**src/design/jaec_pkg.sv**
```systemverilog
// Package for the JSON array element counter.
// Holds byte classes, status codes, the queue item type and sizing constants.
// No dependencies.
package jaec_pkg;

	localparam int MAX_DEPTH    = 255;
	localparam longint MAX_ELEMENTS = 65535;
	localparam int COUNT_W      = 16;
	localparam int DEPTH_W      = $clog2(MAX_DEPTH + 1);
	localparam int COUNT_LIMIT  = (MAX_ELEMENTS > 65535) ? 65535 : int'(MAX_ELEMENTS);
	localparam int QUEUE_DEPTH  = 4;
	localparam int QPTR_W       = $clog2(QUEUE_DEPTH);
	localparam int QCNT_W       = $clog2(QUEUE_DEPTH + 1);

	localparam logic [7:0] CH_QUOTE       = 8'h22;
	localparam logic [7:0] CH_BSLASH      = 8'h5C;
	localparam logic [7:0] CH_OPEN_CURLY  = 8'h7B;
	localparam logic [7:0] CH_OPEN_SQ     = 8'h5B;
	localparam logic [7:0] CH_CLOSE_SQ    = 8'h5D;
	localparam logic [7:0] CH_CLOSE_CURLY = 8'h7D;
	localparam logic [7:0] CH_COMMA       = 8'h2C;
	localparam logic [7:0] CH_SPACE       = 8'h20;
	localparam logic [7:0] CH_TAB         = 8'h09;
	localparam logic [7:0] CH_CR          = 8'h0D;

	typedef enum logic [2:0] {
		CLS_QUOTE,
		CLS_BSLASH,
		CLS_OPEN,
		CLS_CLOSE_SQ,
		CLS_CLOSE_CURLY,
		CLS_COMMA,
		CLS_BLANK,
		CLS_OTHER
	} byte_cls_t;

	typedef enum logic [2:0] {
		ST_SCANNING    = 3'd0,
		ST_CLOSED      = 3'd1,
		ST_OPEN_STRING = 3'd2,
		ST_NO_BEGIN    = 3'd3,
		ST_EMPTY_COMMA = 3'd4,
		ST_NO_END      = 3'd5,
		ST_TOO_DEEP    = 3'd6
	} scan_status_t;

	typedef struct packed {
		byte_cls_t cls;
		logic      first;
		logic      last;
	} scan_item_t;

endpackage

```
**src/design/json_array_element_counter_top.sv**
```systemverilog
// Top level of the JSON array element counter.
// Depends on jaec_pkg, jaec_front, jaec_queue and jaec_back.
//
// Scans a JSON array body one byte per request, starting just after the
// opening bracket, and returns one result per request: status, the number
// of top-level elements seen so far (saturating) and a finished flag. A
// request with first set clears the scan and starts over with its byte;
// after the scan ends (closing bracket or error) later bytes are ignored
// and the final result is repeated. Throughput is one request per cycle
// while out_ready holds: the front register classifies the byte, a
// four-entry queue absorbs stalls, and the back part updates the scan
// state, the result register being that state. When the queue is empty
// and the output is drained, a request passes through the front register,
// then a queue entry, then the result register before its result is valid.
module json_array_element_counter_top (
	input  logic        clk,
	input  logic        arst_n,
	input  logic        in_valid,
	output logic        in_ready,
	input  logic [7:0]  byte_value,
	input  logic        first,
	input  logic        last,
	output logic        out_valid,
	input  logic        out_ready,
	output logic [2:0]  status,
	output logic [15:0] element_count,
	output logic        finished
);

	logic                 fr_valid;
	logic                 fr_ready;
	jaec_pkg::scan_item_t fr_item;
	logic                 bk_valid;
	logic                 bk_ready;
	jaec_pkg::scan_item_t bk_item;

	// Classify and register incoming bytes.
	jaec_front u_front (
		.clk        (clk),
		.arst_n     (arst_n),
		.in_valid   (in_valid),
		.in_ready   (in_ready),
		.byte_value (byte_value),
		.first      (first),
		.last       (last),
		.item_valid (fr_valid),
		.item_ready (fr_ready),
		.item       (fr_item)
	);

	// Hold classified requests while the back part is stalled.
	jaec_queue u_queue (
		.clk        (clk),
		.arst_n     (arst_n),
		.push_valid (fr_valid),
		.push_ready (fr_ready),
		.push_item  (fr_item),
		.pop_valid  (bk_valid),
		.pop_ready  (bk_ready),
		.pop_item   (bk_item)
	);

	// Advance the scan state and present the result.
	jaec_back u_back (
		.clk           (clk),
		.arst_n        (arst_n),
		.item_valid    (bk_valid),
		.item_ready    (bk_ready),
		.item          (bk_item),
		.out_valid     (out_valid),
		.out_ready     (out_ready),
		.status        (status),
		.element_count (element_count),
		.finished      (finished)
	);

endmodule

```
**src/design/jaec_front.sv**
```systemverilog
// Front stage of the JSON array element counter: accepts requests and classifies bytes.
// Depends on jaec_pkg.
module jaec_front (
	input  logic                clk,
	input  logic                arst_n,
	input  logic                in_valid,
	output logic                in_ready,
	input  logic [7:0]          byte_value,
	input  logic                first,
	input  logic                last,
	output logic                item_valid,
	input  logic                item_ready,
	output jaec_pkg::scan_item_t item
);

	logic                 valid_s1;
	jaec_pkg::scan_item_t item_s1;
	jaec_pkg::byte_cls_t  cls;

	// Classify the byte into the few kinds the scanner cares about.
	always_comb begin
		if (byte_value == jaec_pkg::CH_QUOTE) begin
			cls = jaec_pkg::CLS_QUOTE;
		end else if (byte_value == jaec_pkg::CH_BSLASH) begin
			cls = jaec_pkg::CLS_BSLASH;
		end else if (byte_value == jaec_pkg::CH_OPEN_CURLY ||
				byte_value == jaec_pkg::CH_OPEN_SQ) begin
			cls = jaec_pkg::CLS_OPEN;
		end else if (byte_value == jaec_pkg::CH_CLOSE_SQ) begin
			cls = jaec_pkg::CLS_CLOSE_SQ;
		end else if (byte_value == jaec_pkg::CH_CLOSE_CURLY) begin
			cls = jaec_pkg::CLS_CLOSE_CURLY;
		end else if (byte_value == jaec_pkg::CH_COMMA) begin
			cls = jaec_pkg::CLS_COMMA;
		end else if (byte_value == jaec_pkg::CH_SPACE ||
				(byte_value >= jaec_pkg::CH_TAB && byte_value <= jaec_pkg::CH_CR)) begin
			cls = jaec_pkg::CLS_BLANK;
		end else begin
			cls = jaec_pkg::CLS_OTHER;
		end
	end

	assign in_ready   = !valid_s1 || item_ready;
	assign item_valid = valid_s1;
	assign item       = item_s1;

	always_ff @(posedge clk or negedge arst_n) begin
		if (!arst_n) begin
			valid_s1 <= 1'b0;
		end else if (in_ready) begin
			valid_s1 <= in_valid;
		end
	end

	always_ff @(posedge clk) begin
		if (in_ready && in_valid) begin
			item_s1 <= '{cls: cls, first: first, last: last};
		end
	end

endmodule

```
**src/design/jaec_queue.sv**
```systemverilog
// Short request queue between the front and back parts of the element counter.
// Depends on jaec_pkg.
module jaec_queue (
	input  logic                 clk,
	input  logic                 arst_n,
	input  logic                 push_valid,
	output logic                 push_ready,
	input  jaec_pkg::scan_item_t push_item,
	output logic                 pop_valid,
	input  logic                 pop_ready,
	output jaec_pkg::scan_item_t pop_item
);

	jaec_pkg::scan_item_t              slot_q [jaec_pkg::QUEUE_DEPTH];
	logic [jaec_pkg::QPTR_W-1:0]       wr_ptr_q;
	logic [jaec_pkg::QPTR_W-1:0]       rd_ptr_q;
	logic [jaec_pkg::QCNT_W-1:0]       fill_q;
	logic                              do_push;
	logic                              do_pop;

	assign push_ready = fill_q != jaec_pkg::QCNT_W'(jaec_pkg::QUEUE_DEPTH);
	assign pop_valid  = fill_q != '0;
	assign pop_item   = slot_q[rd_ptr_q];
	assign do_push    = push_valid && push_ready;
	assign do_pop     = pop_valid && pop_ready;

	always_ff @(posedge clk or negedge arst_n) begin
		if (!arst_n) begin
			wr_ptr_q <= '0;
			rd_ptr_q <= '0;
			fill_q   <= '0;
		end else begin
			if (do_push) begin
				wr_ptr_q <= wr_ptr_q + jaec_pkg::QPTR_W'(1);
			end
			if (do_pop) begin
				rd_ptr_q <= rd_ptr_q + jaec_pkg::QPTR_W'(1);
			end
			if (do_push && !do_pop) begin
				fill_q <= fill_q + jaec_pkg::QCNT_W'(1);
			end else if (do_pop && !do_push) begin
				fill_q <= fill_q - jaec_pkg::QCNT_W'(1);
			end
		end
	end

	always_ff @(posedge clk) begin
		if (do_push) begin
			slot_q[wr_ptr_q] <= push_item;
		end
	end

endmodule

```
**src/design/jaec_back.sv**
```systemverilog
// Back part of the element counter: scan state update and registered result.
// Depends on jaec_pkg.
module jaec_back (
	input  logic                        clk,
	input  logic                        arst_n,
	input  logic                        item_valid,
	output logic                        item_ready,
	input  jaec_pkg::scan_item_t        item,
	output logic                        out_valid,
	input  logic                        out_ready,
	output logic [2:0]                  status,
	output logic [jaec_pkg::COUNT_W-1:0] element_count,
	output logic                        finished
);

	logic                         in_quote_q;
	logic                         after_escape_q;
	logic [jaec_pkg::DEPTH_W-1:0] nest_depth_q;
	logic                         awaiting_value_q;
	logic                         element_counted_q;
	logic [jaec_pkg::COUNT_W-1:0] elements_seen_q;
	logic                         scan_over_q;
	jaec_pkg::scan_status_t       end_status_q;
	logic                         out_valid_q;

	logic                         n_quote;
	logic                         n_esc;
	logic [jaec_pkg::DEPTH_W-1:0] n_depth;
	logic                         n_await;
	logic                         n_counted;
	logic [jaec_pkg::COUNT_W-1:0] n_seen;
	logic                         n_over;
	jaec_pkg::scan_status_t       n_status;
	logic                         do_count;
	logic                         take;

	assign item_ready = !out_valid_q || out_ready;
	assign take       = item_valid && item_ready;

	always_comb begin
		if (item.first) begin
			n_quote   = 1'b0;
			n_esc     = 1'b0;
			n_depth   = '0;
			n_await   = 1'b1;
			n_counted = 1'b0;
			n_seen    = '0;
			n_over    = 1'b0;
			n_status  = jaec_pkg::ST_SCANNING;
		end else begin
			n_quote   = in_quote_q;
			n_esc     = after_escape_q;
			n_depth   = nest_depth_q;
			n_await   = awaiting_value_q;
			n_counted = element_counted_q;
			n_seen    = elements_seen_q;
			n_over    = scan_over_q;
			n_status  = end_status_q;
		end
		do_count = 1'b0;

		if (!n_over) begin
			if (n_quote) begin
				if (n_esc) begin
					n_esc = 1'b0;
				end else if (item.cls == jaec_pkg::CLS_BSLASH) begin
					n_esc = 1'b1;
				end else if (item.cls == jaec_pkg::CLS_QUOTE) begin
					n_quote  = 1'b0;
					n_await  = 1'b0;
					do_count = 1'b1;
				end
			end else if (n_depth == '0 && item.cls == jaec_pkg::CLS_CLOSE_SQ) begin
				n_over   = 1'b1;
				n_status = jaec_pkg::ST_CLOSED;
			end else begin
				unique case (item.cls)
					jaec_pkg::CLS_QUOTE: begin
						n_quote = 1'b1;
						n_esc   = 1'b0;
					end
					jaec_pkg::CLS_OPEN: begin
						if (n_depth >= jaec_pkg::DEPTH_W'(jaec_pkg::MAX_DEPTH)) begin
							n_over   = 1'b1;
							n_status = jaec_pkg::ST_TOO_DEEP;
						end else begin
							n_depth  = n_depth + jaec_pkg::DEPTH_W'(1);
							n_await  = 1'b1;
							do_count = 1'b1;
						end
					end
					jaec_pkg::CLS_CLOSE_SQ, jaec_pkg::CLS_CLOSE_CURLY: begin
						if (n_depth == '0) begin
							n_over   = 1'b1;
							n_status = jaec_pkg::ST_NO_BEGIN;
						end else begin
							n_depth  = n_depth - jaec_pkg::DEPTH_W'(1);
							n_await  = 1'b0;
							do_count = 1'b1;
						end
					end
					jaec_pkg::CLS_COMMA: begin
						if (n_await) begin
							n_over   = 1'b1;
							n_status = jaec_pkg::ST_EMPTY_COMMA;
						end else begin
							n_await = 1'b1;
							if (n_depth == '0) begin
								n_counted = 1'b0;
							end
							do_count = 1'b1;
						end
					end
					jaec_pkg::CLS_BLANK: begin
						do_count = 1'b1;
					end
					jaec_pkg::CLS_BSLASH, jaec_pkg::CLS_OTHER: begin
						n_await  = 1'b0;
						do_count = 1'b1;
					end
					default: begin
						do_count = 1'b0;
					end
				endcase
			end

			// Count a top-level element once it has a value behind it.
			if (do_count && n_depth == '0 && !n_counted && !n_await) begin
				if (n_seen < jaec_pkg::COUNT_W'(jaec_pkg::COUNT_LIMIT)) begin
					n_seen = n_seen + jaec_pkg::COUNT_W'(1);
				end
				n_counted = 1'b1;
			end

			if (!n_over && item.last) begin
				n_over   = 1'b1;
				n_status = n_quote ? jaec_pkg::ST_OPEN_STRING : jaec_pkg::ST_NO_END;
			end
		end
	end

	always_ff @(posedge clk or negedge arst_n) begin
		if (!arst_n) begin
			in_quote_q        <= 1'b0;
			after_escape_q    <= 1'b0;
			nest_depth_q      <= '0;
			awaiting_value_q  <= 1'b1;
			element_counted_q <= 1'b0;
			elements_seen_q   <= '0;
			scan_over_q       <= 1'b0;
			end_status_q      <= jaec_pkg::ST_SCANNING;
			out_valid_q       <= 1'b0;
		end else begin
			if (take) begin
				in_quote_q        <= n_quote;
				after_escape_q    <= n_esc;
				nest_depth_q      <= n_depth;
				awaiting_value_q  <= n_await;
				element_counted_q <= n_counted;
				elements_seen_q   <= n_seen;
				scan_over_q       <= n_over;
				end_status_q      <= n_status;
			end
			if (item_ready) begin
				out_valid_q <= item_valid;
			end
		end
	end

	// The result is the state just written, so the output mirrors it.
	assign out_valid     = out_valid_q;
	assign status        = end_status_q;
	assign element_count = elements_seen_q;
	assign finished      = scan_over_q;

endmodule

```
**config.mk**
```make
export PLATFORM = sky130hd
export DESIGN_NAME = json_array_element_counter_top
export DESIGN_NICKNAME = d
export VERILOG_FILES = /design/src/design/jaec_pkg.sv /design/src/design/json_array_element_counter_top.sv /design/src/design/jaec_front.sv /design/src/design/jaec_queue.sv /design/src/design/jaec_back.sv
export SDC_FILE = /design/constraint.sdc
export NUM_CORES = 1
export LEC_CHECK = 0
export BUFFER_PORTS_ARGS = -buffer_cell sky130_fd_sc_hd__buf_4
export CAP_MARGIN = 20
export CORE_ASPECT_RATIO = 1.75
export CORE_MARGIN = 5
export CORE_UTILIZATION = 45
export DETAILED_ROUTE_END_ITERATION = 6
export GPL_ROUTABILITY_DRIVEN = 0
export PLACE_DENSITY = 0.71
export SLEW_MARGIN = 20
export SYNTH_ARGS = -nofsm -noshare
export SYNTH_HDL_FRONTEND = slang
export SYNTH_HIERARCHICAL = 1
export SYNTH_SLANG_ARGS = --single-unit
```
**constraint.sdc**
```tcl
create_clock -name clk -period 5.1 [get_ports clk]
set_clock_uncertainty 0.1 [all_clocks]
set_input_delay 0 -clock clk [delete_from_list [all_inputs] [get_ports clk]]
set_output_delay 0 -clock clk [all_outputs]
set_load 0.01 [all_outputs]
```
Word level (Yosys, flattened, before mapping)
Memory sizes are Yosys's and may differ from the RTL's.
Index checks and enable logic that the tools add are counted.
{"block": "word_totals", "word_cells": 165, "out_inout_bits": 22, "n_memories": 1, "ramBits": 20, "register_bits": 46, "latchBits": 0, "romBits": 0, "in_bits": 14}
{"name": "u_queue.slot_q", "depth": 4, "width": 5, "rd": 1, "rd_clocked_by_memory_dff": 0, "write_ports": 1, "line_no": "jaec_queue.sv:14", "text": "jaec_pkg::scan_item_t slot_q [jaec_pkg::QUEUE_DEPTH];"}
{"block": "op_classes", "n_div": 0, "mul": 0, "n_eq_ne": 16, "muxes": 87, "addsub": 7, "bitwise_logic": 0, "n_shift": 0, "n_lt_le_gt_ge": 4, "reduce_logical": 32}
{"op": "2-to-1 mux 16 bit", "count": 4}
{"op": "2-to-1 mux 1 bit", "count": 56}
{"op": "2-to-1 mux 8 bit", "count": 7}
{"op": "equality test 8 x 7 -> 1 bit, second input constant", "count": 5}
{"op": "2-to-1 mux 3 bit", "count": 13}
{"op": "equality test 8 x 6 -> 1 bit, second input constant", "count": 3}
{"op": "adder 16 x 1 -> 16 bit, second input constant", "count": 1}
{"op": "logical NOT 8 bit", "count": 2}
{"op": "less-than comparator 16 bit, second input constant", "count": 1}
{"op": "one-hot mux 8 bit (2 select lines)", "count": 1}
{"op": "equality test 3 bit, second input constant", "count": 4}
{"op": "logical AND 1 bit", "count": 11}
{"op": "one-hot mux 3 bit (3 select lines)", "count": 1}
{"op": "adder 8 x 1 -> 8 bit, second input constant", "count": 1}
{"op": "greater-or-equal comparator 8 x 4 -> 1 bit, second input constant", "count": 1}
{"op": "greater-or-equal comparator 8 bit, second input constant", "count": 1}
{"op": "less-or-equal comparator 8 x 4 -> 1 bit, second input constant", "count": 1}
{"op": "one-hot mux 1 bit (4 select lines)", "count": 2}
{"op": "subtractor 8 x 1 -> 8 bit, second input constant", "count": 1}
{"op": "logical NOT 1 bit", "count": 7}
{"op": "equality test 3 x 2 -> 1 bit, second input constant", "count": 2}
{"op": "OR reduction 2 bit", "count": 3}
{"op": "adder 2 x 1 -> 2 bit, second input constant", "count": 2}
{"op": "logical OR 1 bit", "count": 4}
{"op": "11 further kinds", "count": 12}

Logic depth before layout (Yosys ltp)
Gate-level depths: netlist (run 1).
An unclocked memory read counts as a cell.
{"block": "depth", "depth_word": 14, "ltp_mapped": 18, "mapped_depth_nobuf": 14}

By module
Netlist (run 1), hierarchy kept.
{"mod": "jaec_back", "cells_each": 370, "seq_area_each_um2": 827.0, "area_each_um2": 2892.8, "n_inst": 1}
{"mod": "jaec_queue", "cells_each": 62, "seq_area_each_um2": 775.7, "area_each_um2": 1177.4, "n_inst": 1}
{"mod": "jaec_front", "cells_each": 37, "seq_area_each_um2": 175.2, "area_each_um2": 350.3, "n_inst": 1}

Worst setup path before layout (run 1)
Ideal clock, no wire load.
{"block": "synth_path", "kind": "flip-flop to flip-flop", "startpoint": "reg u_queue/rd_ptr_q[0] (netlist name)", "endpoint": "reg u_back.elements_seen_q, in the netlist u_back/element_count[8]", "setup_ns": 0.132, "arrival_ns": 4.290, "setup_slack_ns": 0.579, "required_ns": 4.868, "synth_period_minus_slack_ns": 4.521, "stages_incl_launch_ff": 17, "path_cell_list": "dfrtp_1 -> buf_6 -> mux4_1 -> clkbuf_1 -> clkinv_1 -> nand2_1 -> ha_1 -> and2_1 -> a32oi_4 -> a311oi_1 -> a311o_1 -> or4b_1 -> or4_4 -> nor4_2 -> buf_4 -> mux2i_1 -> nand4_1"}
{"element": "from (decl)", "line_no": "jaec_queue.sv:16", "text": "logic [jaec_pkg::QPTR_W-1:0] rd_ptr_q;"}
{"element": "from (signal assigned)", "line_no": "jaec_queue.sv:37", "text": "rd_ptr_q <= rd_ptr_q + jaec_pkg::QPTR_W'(1);"}
{"element": "to (signal assigned)", "line_no": "jaec_back.sv:160", "text": "elements_seen_q <= n_seen;"}
{"element": "to (decl)", "line_no": "jaec_back.sv:21", "text": "logic [jaec_pkg::COUNT_W-1:0] elements_seen_q;"}

==> impl_results.md, run 1 <==
* Row cnt at between 40 and 50
* Setup total negative slack at 0 ps
* Worst slew pin tran at between 900 and 1000 ps
* Clock power share at between 10% and 20%
* Fmax at slightly above 200 MHz
* Worst reg2reg path endpoint: u_back/element_count[8]
* Ant. Diodes at 0
* Library cells used by synthesis at 82
* Avg WL per Cell at 19.4 microns
* Min setup slack post-route at between 200 and 250 ps
* Post-synth EDFFs at 25
* Initial Util at 45.4%
* Final setup violating endpoints at 0
* DRC at 1
* Largest net degree at the start of global routing at 55
* Final min period at between 4000 and 5000 ps
* Die area at 12,000 sq um
* Post-Synthesis Cells at 469
* Post-Synth Adder-Cell Area at 3.00%
* Internal at approximately 1.8 mW
* Fraction of layout cells with a size suffix above 1 at 14.9%
* Async S/R FF share, synth at just over 60%
* Hold Path Class: in -> reg
* Worst vdd ir at roughly 0.0004 V
* Pleak at approximately 2.0 nW
* Total global-route track usage at a little over a fifth
* Multiplexer area fraction after synthesis at 4.76%
* Simple-gate portion of the synthesized area at 26.9%
* Initial antenna violation count at 0
* Maximum fanout along the worst path at 13
* Nets@finish at between 500 and 600
* Failing checks: design-rule violations
* CTS Buffer Depth at 2
* Drt pass-1 iters at 7
* Routed Antenna Nets at 0
* RSZ-0062 raised after global routing: false
* IO buf count at 35
* Worst slew margin at 33.6%
* Number of DRC markers in iteration 0 at approximately 270
* Reg power frac at 26.1%
* Hold buffers post-CTS at 8
* Ys Warns at 6
* Top FF cell, synth: dfrtp_1
* Post-synthesis compound-gate area fraction at 17.3%
* Overflow after GRT at 0
* Via/cell ratio at about 6.3
* #FFs+latches synth at 66
* Pwr Total at approximately 3.4 mW
* PostCTS Resize Cnt at 0
* Switching share of power at between 40% and 50%
* Syn Nets at between 400 and 500
* Crit path required time at approximately 5200 ps
* Final Hold Vio Count at 0
* H-tree levels at 3
* Max-Cap Viols at 0
* Critical Path End: u_back/element_count[8]
* Routed vias at approximately 4,000
* Combinational share of power at between 50% and 60%
* Fin. max-slew vios at 0
* Reg2reg setup slack at approximately 250 ps
* Cell Area, Synth at 4420 sq um
* WP data arrival at ~5000 ps
* Reg clk slew, reported paths at ~60 ps
* Crit end category: register
* Status: finished with violations
* Pre-CTS setup slack at 340 ps
* Syn-to-layout area delta at 17.1%
* Period utilization at a little over nine tenths
* Total Routed Length at approximately 12,000 microns
* Seq/Total Area, Yosys at between 40% and 50%
* Largest family of logic cells by synthesized area: simple AND/OR/NAND/NOR gates
* Placeable Area at between 9000 and 10,000 sq um
* IO Pins at 36
* DP HPWL at 8940 microns
* Post-CTS Setup Bufs at 0
* Pwr dens at between 600 and 700 nW/um^2
* Fillers at approximately 920
* Worst r2r path cells at 15
* First-pass GRT wire length at approximately 20,000 microns
* Vias in the first global route at around 3,900
* CTS tree: built
* CTS Buf Count at 9
* Worst-skew pair later-pin latency at 330 ps
* Nature of the critical path startpoint: register
* Die Wd at roughly 85 microns
* Clk sink count at 66
* Die H at approximately 140 microns
* Critical R2R Launch: u_queue/rd_ptr_q[0]
* Crit path kind: reg -> reg
* NetSw at 1.56 mW
* Xor and xnor area share after synthesis at 3.57%
* Clock Tree Root: clkbuf_16
* CP startpoint: u_queue/rd_ptr_q[0]
* Mean post-synth cell area at 9.43 sq um
## cell families (layout without fill, tap and decap cells)
kind of cell	count (synthesis)	after routing
buffers and inverters	41	82
AO/OA/AOI/OAI	110	110
adder cells (fa/ha/maj)	10	10
AND/OR/NAND/NOR	211	211
multiplexers	13	13
XOR/XNOR	18	18
flip-flops	66	66
## per-stage QoR
step	hold WS [ps]	instances	area, sq um	util (%)
after floorplan	-396	469	4420	-
after global placement	-82.4	611	4770	49.0
after detailed placement	-78.4	611	4770	49.0
after CTS	26.9	635	5180	53.2
after global routing	83.8	635	5180	53.2
final	40.4	635	5180	53.2
## Yosys cell counts (all sizes together), types with 3 or more instances
cell / number / area share, %
a211oi: 3 / 0.51
a21oi: 22 / 2.5
a221oi: 3 / 0.59
a22o: 3 / 0.59
a31oi: 6 / 0.85
a41oi: 3 / 0.59
and2: 10 / 1.4
and3: 8 / 1.1
and4: 4 / 0.79
buf: 10 / 1.6
clkbuf: 16 / 1.4
dfrtp: 40 / 23
edfxtp: 25 / 17
ha: 9 / 2.5
inv: 14 / 1.2
mux2i: 6 / 1.4
mux4: 5 / 2.9
nand2: 64 / 5.6
nand2b: 15 / 2.1
nand3: 18 / 2.2
nand4: 9 / 1.3
nor2: 20 / 1.8
nor2b: 18 / 2.5
nor3: 10 / 1.2
nor3b: 6 / 1.0
nor4: 7 / 1.8
o211a: 3 / 0.68
o211ai: 4 / 0.68
o21ai: 30 / 3.4
o31ai: 5 / 0.85
or3: 5 / 0.82
or4: 5 / 0.93
xnor2: 8 / 1.6
xor2: 10 / 2.0
## worst min-delay path by stage
stage | from | endpoint | slack [ps] | cells past startpoint
final | byte_value[5] | u_front/item[2] | 40 | 3
after detailed placement | arst_n | u_back/nest_depth_q[0] | -80 | 1
after floorplan | arst_n | u_back/after_escape_q | -400 | 0
after global placement | arst_n | u_back/nest_depth_q[0] | -80 | 1
after global routing | byte_value[5] | u_front/item[2] | 80 | 3
after CTS | byte_value[5] | u_front/item[2] | 30 | 3
## cell type report
| class | instances | area (sq um) | share of cell area (%) |
|---|---|---|---|
| Tap cell | 125 | 156 | 3.02 |
| Clock inverter | 7 | 101 | 1.96 |
| Multi-Input combinational cell | 362 | 2460 | 47.5 |
| Sequential cell | 66 | 1780 | 34.3 |
| Timing Repair Buffer | 51 | 403 | 7.78 |
| Clock buffer | 9 | 225 | 4.35 |
| Inverter | 15 | 56.3 | 1.09 |
## state kept, by name, summed over array words and instances, names as in the netlist, 2 cells and up
signal,flops
u_queue/slot_q,20
u_back/element_count,16
u_back/nest_depth_q,8
u_front/item,5
u_back/status,3
u_queue/fill_q,3
u_queue/rd_ptr_q,2
u_queue/wr_ptr_q,2
## metal layers
| metal | GRT usage, % | share of wire [%] | vias up |
|---|---|---|---|
| li1 | - | - | 1816 |
| met1 | 21.9 | 35 | 1888 |
| met2 | 38.3 | 53 | 189 |
| met3 | 3.86 | 5.1 | 77 |
| met4 | 14.7 | 7.7 | 0 |
| met5 | 0 | 0 | - |
## placed cells by master, fill, tap and decap left out, types with 5 or more instances in the layout
master / instances
nand2_1: 63
buf_4: 43
dfrtp_1: 40
o21ai_0: 28
edfxtp_1: 25
a21oi_1: 22
nor2_1: 19
nor2b_1: 18
nand3_1: 17
nand2b_1: 15
inv_1: 14
and2_1: 10
xor2_1: 10
clkbuf_16: 9
nand4_1: 9
nor3_1: 9
ha_1: 9
dlygate4sd3_1: 8
and3_1: 8
xnor2_1: 8
nor3b_1: 6
mux2i_1: 6
a31oi_1: 6
o31ai_1: 5
## power by group through the flow
| stage | Combinational, mW | Sequential [mW] | Clock [mW] |
|---|---|---|---|
| CTS | 1.80 | 0.885 | 0.684 |
| detailed placement | 1.78 | 0.893 | 0 |
| floorplan | 1.38 | 0.811 | 0 |
| global placement | 1.75 | 0.884 | 0 |
| global route | 2.00 | 0.909 | 0.708 |
| finish | 1.85 | 0.889 | 0.671 |
## critical path: stages (launching register included)
cell,delay (ps)
dfrtp_1,470
mux4_1,620
clkinv_1,140
nand2_1,110
ha_1,220
buf_4,180
and2_1,220
a32oi_4,330
a311oi_1,160
a311o_1,350
or4b_1,510
or4_4,470
nor4_2,260
buf_4,240
mux2i_1,230
nand4_1,100
(Power assumes the default switching activity.)
==> run 2, diff against run 1 <==
==> constraint.sdc (replaced) <==
create_clock -name clk -period 5.1 [get_ports clk]
set_clock_uncertainty 0.1 [all_clocks]
set_input_delay 0.765 -clock clk [delete_from_list [all_inputs] [get_ports clk]]
set_output_delay 0.765 -clock clk [all_outputs]
set_load 0.01 [all_outputs]
==> run 2 against run 1 <==
Effect of this change:
- the flow now finishes without violations
- flip-flop and latch count stayed put
- sequential power hardly changed
- clock-buffer cell count stayed put
- global-route usage is 0.22 points lower
- cell count is 1.3% lower
- register-to-register slack hardly changed
- largest cell class unchanged
==> impl_results.md, run 2 (synthesis results as in run 1) <==
* Status: complete, no violations
* Initial Util at a little under half
* Fraction of layout cells with a size suffix above 1 at between 10% and 20%
* Worst-skew pair later-pin latency at 330 ps
* CTS Buffer Depth at 2
* Syn-to-layout area delta at 15.3%
* PostCTS Resize Cnt at 0
* Crit end category: register
* Top Metal Used: met4
* H-tree levels at 3
* DRC at 0
* Post-CTS Setup Bufs at 0
* Most frequent cells in the layout: 63 x nand2_1, 43 x buf_4, 40 x dfrtp_1, 28 x o21ai_0, 25 x edfxtp_1
* Nature of the critical path startpoint: register
* Clock power share at between 10% and 20%
* Pwr dens at between 600 and 700 nW/um^2
* Routed vias at around 3,900
* Largest net degree at the start of global routing at 55
* DP HPWL at ~8900 microns
* Nets@finish at around 520
* Reg power frac at a little over a quarter
* Pwr Total at between 3 and 4 mW
* Hold buffers post-CTS at 0
* Placeable Area at ~10000 sq um
* Total global-route track usage at 21.1%
* Row cnt at 48
* Internal at around 1.8 mW
* Fin. max-slew vios at 0
* Die area at 12,000 sq um
* IO Pins at 36
* Via/cell ratio at 6.27
* Max-Cap Viols at 0
* Combinational share of power at around 54%
* Clock Tree Root: clkbuf_16
* Crit path required time at between 5000 and 6000 ps
* Critical R2R Launch: u_queue/rd_ptr_q[0]
* Initial antenna violation count at 0
* Routed Antenna Nets at 0
* Die H at approximately 140 microns
* Worst vdd ir at slightly below 0.0004 V
* Pre-CTS setup slack at ~340 ps
* Max reg flops at 20
* Vias in the first global route at approximately 4,000
* Met3 routed WL at a little over 600 microns
* Avg WL per Cell at 19.5 microns
* Hold Path Class: in -> async
* CTS Buf Count at 9
* Final min period at just under 5000 ps
* Most common cell after layout, fill and taps aside: nand2_1
* Worst slew margin at 34.2%
* Overflow after GRT at 0
* Fmax at just over 200 MHz
* Drt pass-1 iters at 5
* Die Wd at around 85 microns
* First-pass GRT wire length at between 15,000 and 20,000 microns
* Reg clk slew, reported paths at ~60 ps
* Crit path kind: reg -> reg
* RSZ-0062 raised after global routing: false
* Total Routed Length at between 10,000 and 15,000 microns
* Reg with most FFs: u_queue/slot_q
* Min setup slack post-route at 262 ps
* M1 WL at about 4200 microns
* WP data arrival at just under 5000 ps
* Pleak at 1.98 nW
* Switching share of power at 45.8%
* Ant. Diodes at 0
* Maximum fanout along the worst path at 16
* Final Hold Vio Count at 0
* Routed met2 length at about 6500 microns
* Number of DRC markers in iteration 0 at 280
* IO buf count at 35
* CTS tree: built
* Worst slew pin tran at roughly 980 ps
* Clk sink count at 66
* Setup total negative slack at 0 ps
* CP startpoint: u_queue/rd_ptr_q[0]
* NetSw at about 1.6 mW
* Period utilization at a little over nine tenths
* Final setup violating endpoints at 0
[run 2: cell count changes in the layout (fill, tap and decap cells not counted), sizes merged]
cell         before  now
dlygate4sd3       8    0
[run 2: path summary, 6_finish.rpt]
path	slack, ps	cells past startpoint	endpoint
worst max-delay path	260	11	u_back/element_count[11]
worst min-delay path	310	1	u_back/nest_depth_q[3]
worst max register to register	260	11	u_back/element_count[11]
worst min register to register	410	0	u_queue/slot_q[2][1]
max in group asynchronous	4210	1	u_back/awaiting_value_q
min in group clk	410	0	u_queue/slot_q[2][1]
[run 2: critical path, stage by stage, from the launching register on]
cell and delay, ps:
dfrtp_1 470, mux4_1 800, nor3b_1 870, o21ai_0 320, o211ai_1 180, o211ai_1 160
or4b_1 520, or4_4 470, nor4_2 260, buf_4 240, mux2i_1 220, nand3_1 100
[run 2: layout make-up]
class | instances | area [sq um]
tap | 125 | 156
timing repair buffer | 43 | 323
inverter | 15 | 56.3
clock buffer | 9 | 225
clock inverter | 7 | 101
fill | 930 | 4630
multi-input combinational | 362 | 2460
sequential | 66 | 1780
[run 2: routing by layer]
layer | vias up | GRT usage [%]
li1 | 1798 | -
met1 | 1882 | 21.6
met2 | 178 | 37.7
met3 | 75 | 3.98
met4 | 0 | 14.9
met5 | - | 0
[run 2: per-stage QoR]
step                      hold slack (ps)  utilization (%)  instance area (sq um)  std cells
after global routing                  353             52.4                   5100        627
final                                 310             52.4                   5100        627
after detailed placement              388             49.0                   4770        611
after floorplan                       359                -                   4420        469
after global placement                364             49.0                   4770        611
after CTS                             322             52.4                   5100        627
[run 2: power groups by stage]
stage	clock network [mW]	registers (mW)	logic [mW]
finish	0.670	0.890	1.84
global route	0.708	0.909	1.99
CTS	0.684	0.885	1.79
detailed placement	0	0.893	1.78
global placement	0	0.884	1.75
floorplan	0	0.811	1.38
==> run 3, diff against run 2 <==
--- a/config.mk
+++ b/config.mk
@@ -10,6 +10,7 @@
 export CORE_ASPECT_RATIO = 1.75
 export CORE_MARGIN = 5
 export CORE_UTILIZATION = 45
+export CTS_CLUSTER_DIAMETER = 120
 export DETAILED_ROUTE_END_ITERATION = 6
 export GPL_ROUTABILITY_DRIVEN = 0
 export PLACE_DENSITY = 0.71
==> constraint.sdc (replaced) <==
create_clock -name clk -period 4.5 [get_ports clk]
set_clock_uncertainty 0.1 [all_clocks]
set_input_delay 0.675 -clock clk [delete_from_list [all_inputs] [get_ports clk]]
set_output_delay 0.675 -clock clk [all_outputs]
set_load 0.01 [all_outputs]
==> run 3 against run 2 <==
Effect of this change:
- flip-flop and latch count did not move
- clock power rose by 4.6%
- combinational power rose by 36%
- wire length rose by 5.3%
- first-iteration DRC count rose by 22%
- sequential power rose by 6.9%
- non-clock buffer count rose by 33
- total power rose by 22%
- cell count rose by 5.3%
- register-to-register slack got worse by 200 ps
- critical path depth rose by 6
- clock-buffer cell count did not move
- critical endpoint is now u_back/element_count[10]
- largest cell class unchanged
==> impl_results.md, run 3 (synthesis results as in run 1) <==
* Switching share of power at roughly 45%
* Internal at 2.27 mW
* Pwr dens at around 760 nW/um^2
* Overflow after GRT at 0
* Maximum fanout along the worst path at 8
* First-pass GRT wire length at 20,000 microns
* CTS Buf Count at 9
* NetSw at approximately 1.9 mW
* IO buf count at 35
* Worst slew pin tran at around 960 ps
* CP peak stage delay at 580 ps
* Crit end category: register
* Fmax at around 230 MHz
* Final min period at 4440 ps
* Vias in the first global route at slightly above 4,000
* Die Wd at approximately 85 microns
* Worst-skew pair later-pin latency at 330 ps
* Via/cell ratio at around 6.2
* Clk sink count at 66
* Setup total negative slack at 0 ps
* Crit path kind: reg -> reg
* WP data arrival at between 4000 and 5000 ps
* Fin. max-slew vios at 0
* Fillers at 863
* Most common cell after layout, fill and taps aside: buf_4
* Avg WL per Cell at just under 20 microns
* Period utilization at between 90% and 100%
* Number of DRC markers in iteration 0 at 342
* Hold WS at 223 ps
* Fraction of layout cells with a size suffix above 1 at between 20% and 30%
* Pleak at 2.15 nW
* Drt pass-1 iters at 5
* Cell with the largest stage delay on the worst path: or4_4
* Total global-route track usage at between 20% and 30%
* Max-Cap Viols at 0
* GR Util met2 at roughly two fifths
* Initial Util at about 45%
* Fin util at 55.9%
* Die area at 12,000 sq um
* Reg clk slew, reported paths at roughly 50 ps
* CTS tree: built
* Reg power frac at about 23%
* Syn-to-layout area delta at 23.0%
* Crit path required time at between 4000 and 5000 ps
* Met1 Track Usage GR at between 20% and 30%
* Busiest grt layer: met2
* Final Hold Vio Count at 0
* Row cnt at 48
* CTS Buffer Depth at 2
* Buf/Inv on CP at 5
* Largest net degree at the start of global routing at between 40 and 50
* DP HPWL at just over 9000 microns
* Die H at around 140 microns
* Worst vdd ir at 0.000528 V
* Combinational share of power at between 60 and 70%
* Reg with most FFs: u_queue/slot_q
* Placeable Area at 9730 sq um
* Met3 Usage GRT at 3.63%
* Cell Chain, Critical Path: mux4_2 -> inv_4 -> nand2_4 -> inv_1 -> ha_4 -> nand4b_1 -> buf_4 -> o211a_1 -> o211ai_1 -> o211a_1 -> or4b_4 -> or4_4 -> nor4_4 -> buf_6 -> buf_4 -> nand4_1 -> xor2_1
* Nets@finish at roughly 550
* Max reg flops at 20
* Most frequent cells in the layout: 71 x buf_4, 61 x nand2_1, 40 x dfrtp_1, 27 x o21ai_0, 25 x edfxtp_1
* Total Routed Length at around 13,000 microns
* Routed Antenna Nets at 0
* Hold Path Class: in -> async
* Worst slew margin at roughly 36%
* IO Pins at 36
* H-tree levels at 3
* DRC at 0
* Clock power share at between 10% and 20%
* Clock Tree Root: clkbuf_16
* Nature of the critical path startpoint: register
* Hold buffers post-CTS at 0
* Initial antenna violation count at 0
* Final setup violating endpoints at 0
* CP top delay family: simple AND/OR/NAND/NOR gates
* Routed vias at 4,075
* Status: complete, no violations
* Ant. Diodes at 0
-- run 3: cell count changes in the layout (fill, tap and decap cells not counted), sizes merged --
| cell | before | now |
|---|---|---|
| bufinv | 2 | 1 |
| clkinvlp | 2 | 4 |
| buf | 43 | 76 |
| inv | 16 | 17 |
| clkinv | 2 | 0 |
-- run 3: power by group through the flow --
| stage | Clock (mW) | Sequential [mW] | Combinational (mW) |
|---|---|---|---|
| 3_3_place_gp | 0 | 0.947 | 2.19 |
| 3_5_place_dp | 0 | 0.955 | 2.23 |
| 4_1_cts | 0.718 | 0.945 | 2.28 |
| 2_1_floorplan | 0 | 0.919 | 1.57 |
| 5_1_grt | 0.741 | 0.973 | 2.69 |
| 6_report | 0.701 | 0.951 | 2.50 |
-- run 3: per-layer routing --
layer  vias up  share of wire [%]
li1       1866                  -
met1      1953                 35
met2       190                 54
met3        66                4.9
met4         0                6.1
met5         -                  0
-- run 3: final cells by class --
type | count | area (sq um) | share of cell area (%)
Clock inverter | 7 | 77.6 | 1.43
Clock buffer | 9 | 225 | 4.14
Tap cell | 125 | 156 | 2.88
Inverter | 15 | 58.8 | 1.08
Timing Repair Buffer | 76 | 598 | 11.0
Multi-Input combinational cell | 362 | 2540 | 46.8
Sequential cell | 66 | 1780 | 32.7
-- run 3: final timing paths --
kind | slack (ps) | cells past startpoint | startpoint | to
setup / recovery | 60 | 17 | u_queue/rd_ptr_q[0] | u_back/element_count[10]
hold / removal | 220 | 1 | arst_n | u_back/nest_depth_q[3]
setup reg to reg | 60 | 17 | u_queue/rd_ptr_q[0] | u_back/element_count[10]
hold reg to reg | 400 | 0 | u_front/item[4] | u_queue/slot_q[1][4]
max in group asynchronous | 3700 | 1 | arst_n | u_back/awaiting_value_q
min in group clk | 400 | 0 | u_front/item[4] | u_queue/slot_q[1][4]
-- run 3: through the flow --
step / instances / power [mW] / area (sq um) / worst slack [ps]
after floorplan: 469 / 2.49 / 4420 / 8.20
after global placement: 635 / 3.14 / 4950 / 95.9
after detailed placement: 635 / 3.18 / 4950 / 49.6
after CTS: 653 / 3.94 / 5290 / 12.4
after global routing: 660 / 4.41 / 5440 / -103
final: 660 / 4.15 / 5440 / 60.2
-- run 3: timing repair --
action	in CTS	in global routing
cloned	0	0
gates resized for setup	2	29
setup buffers	2	7
pin swaps	1	13
setup endpoints to repair	1	16
endpoints found under the hold margin	0	0
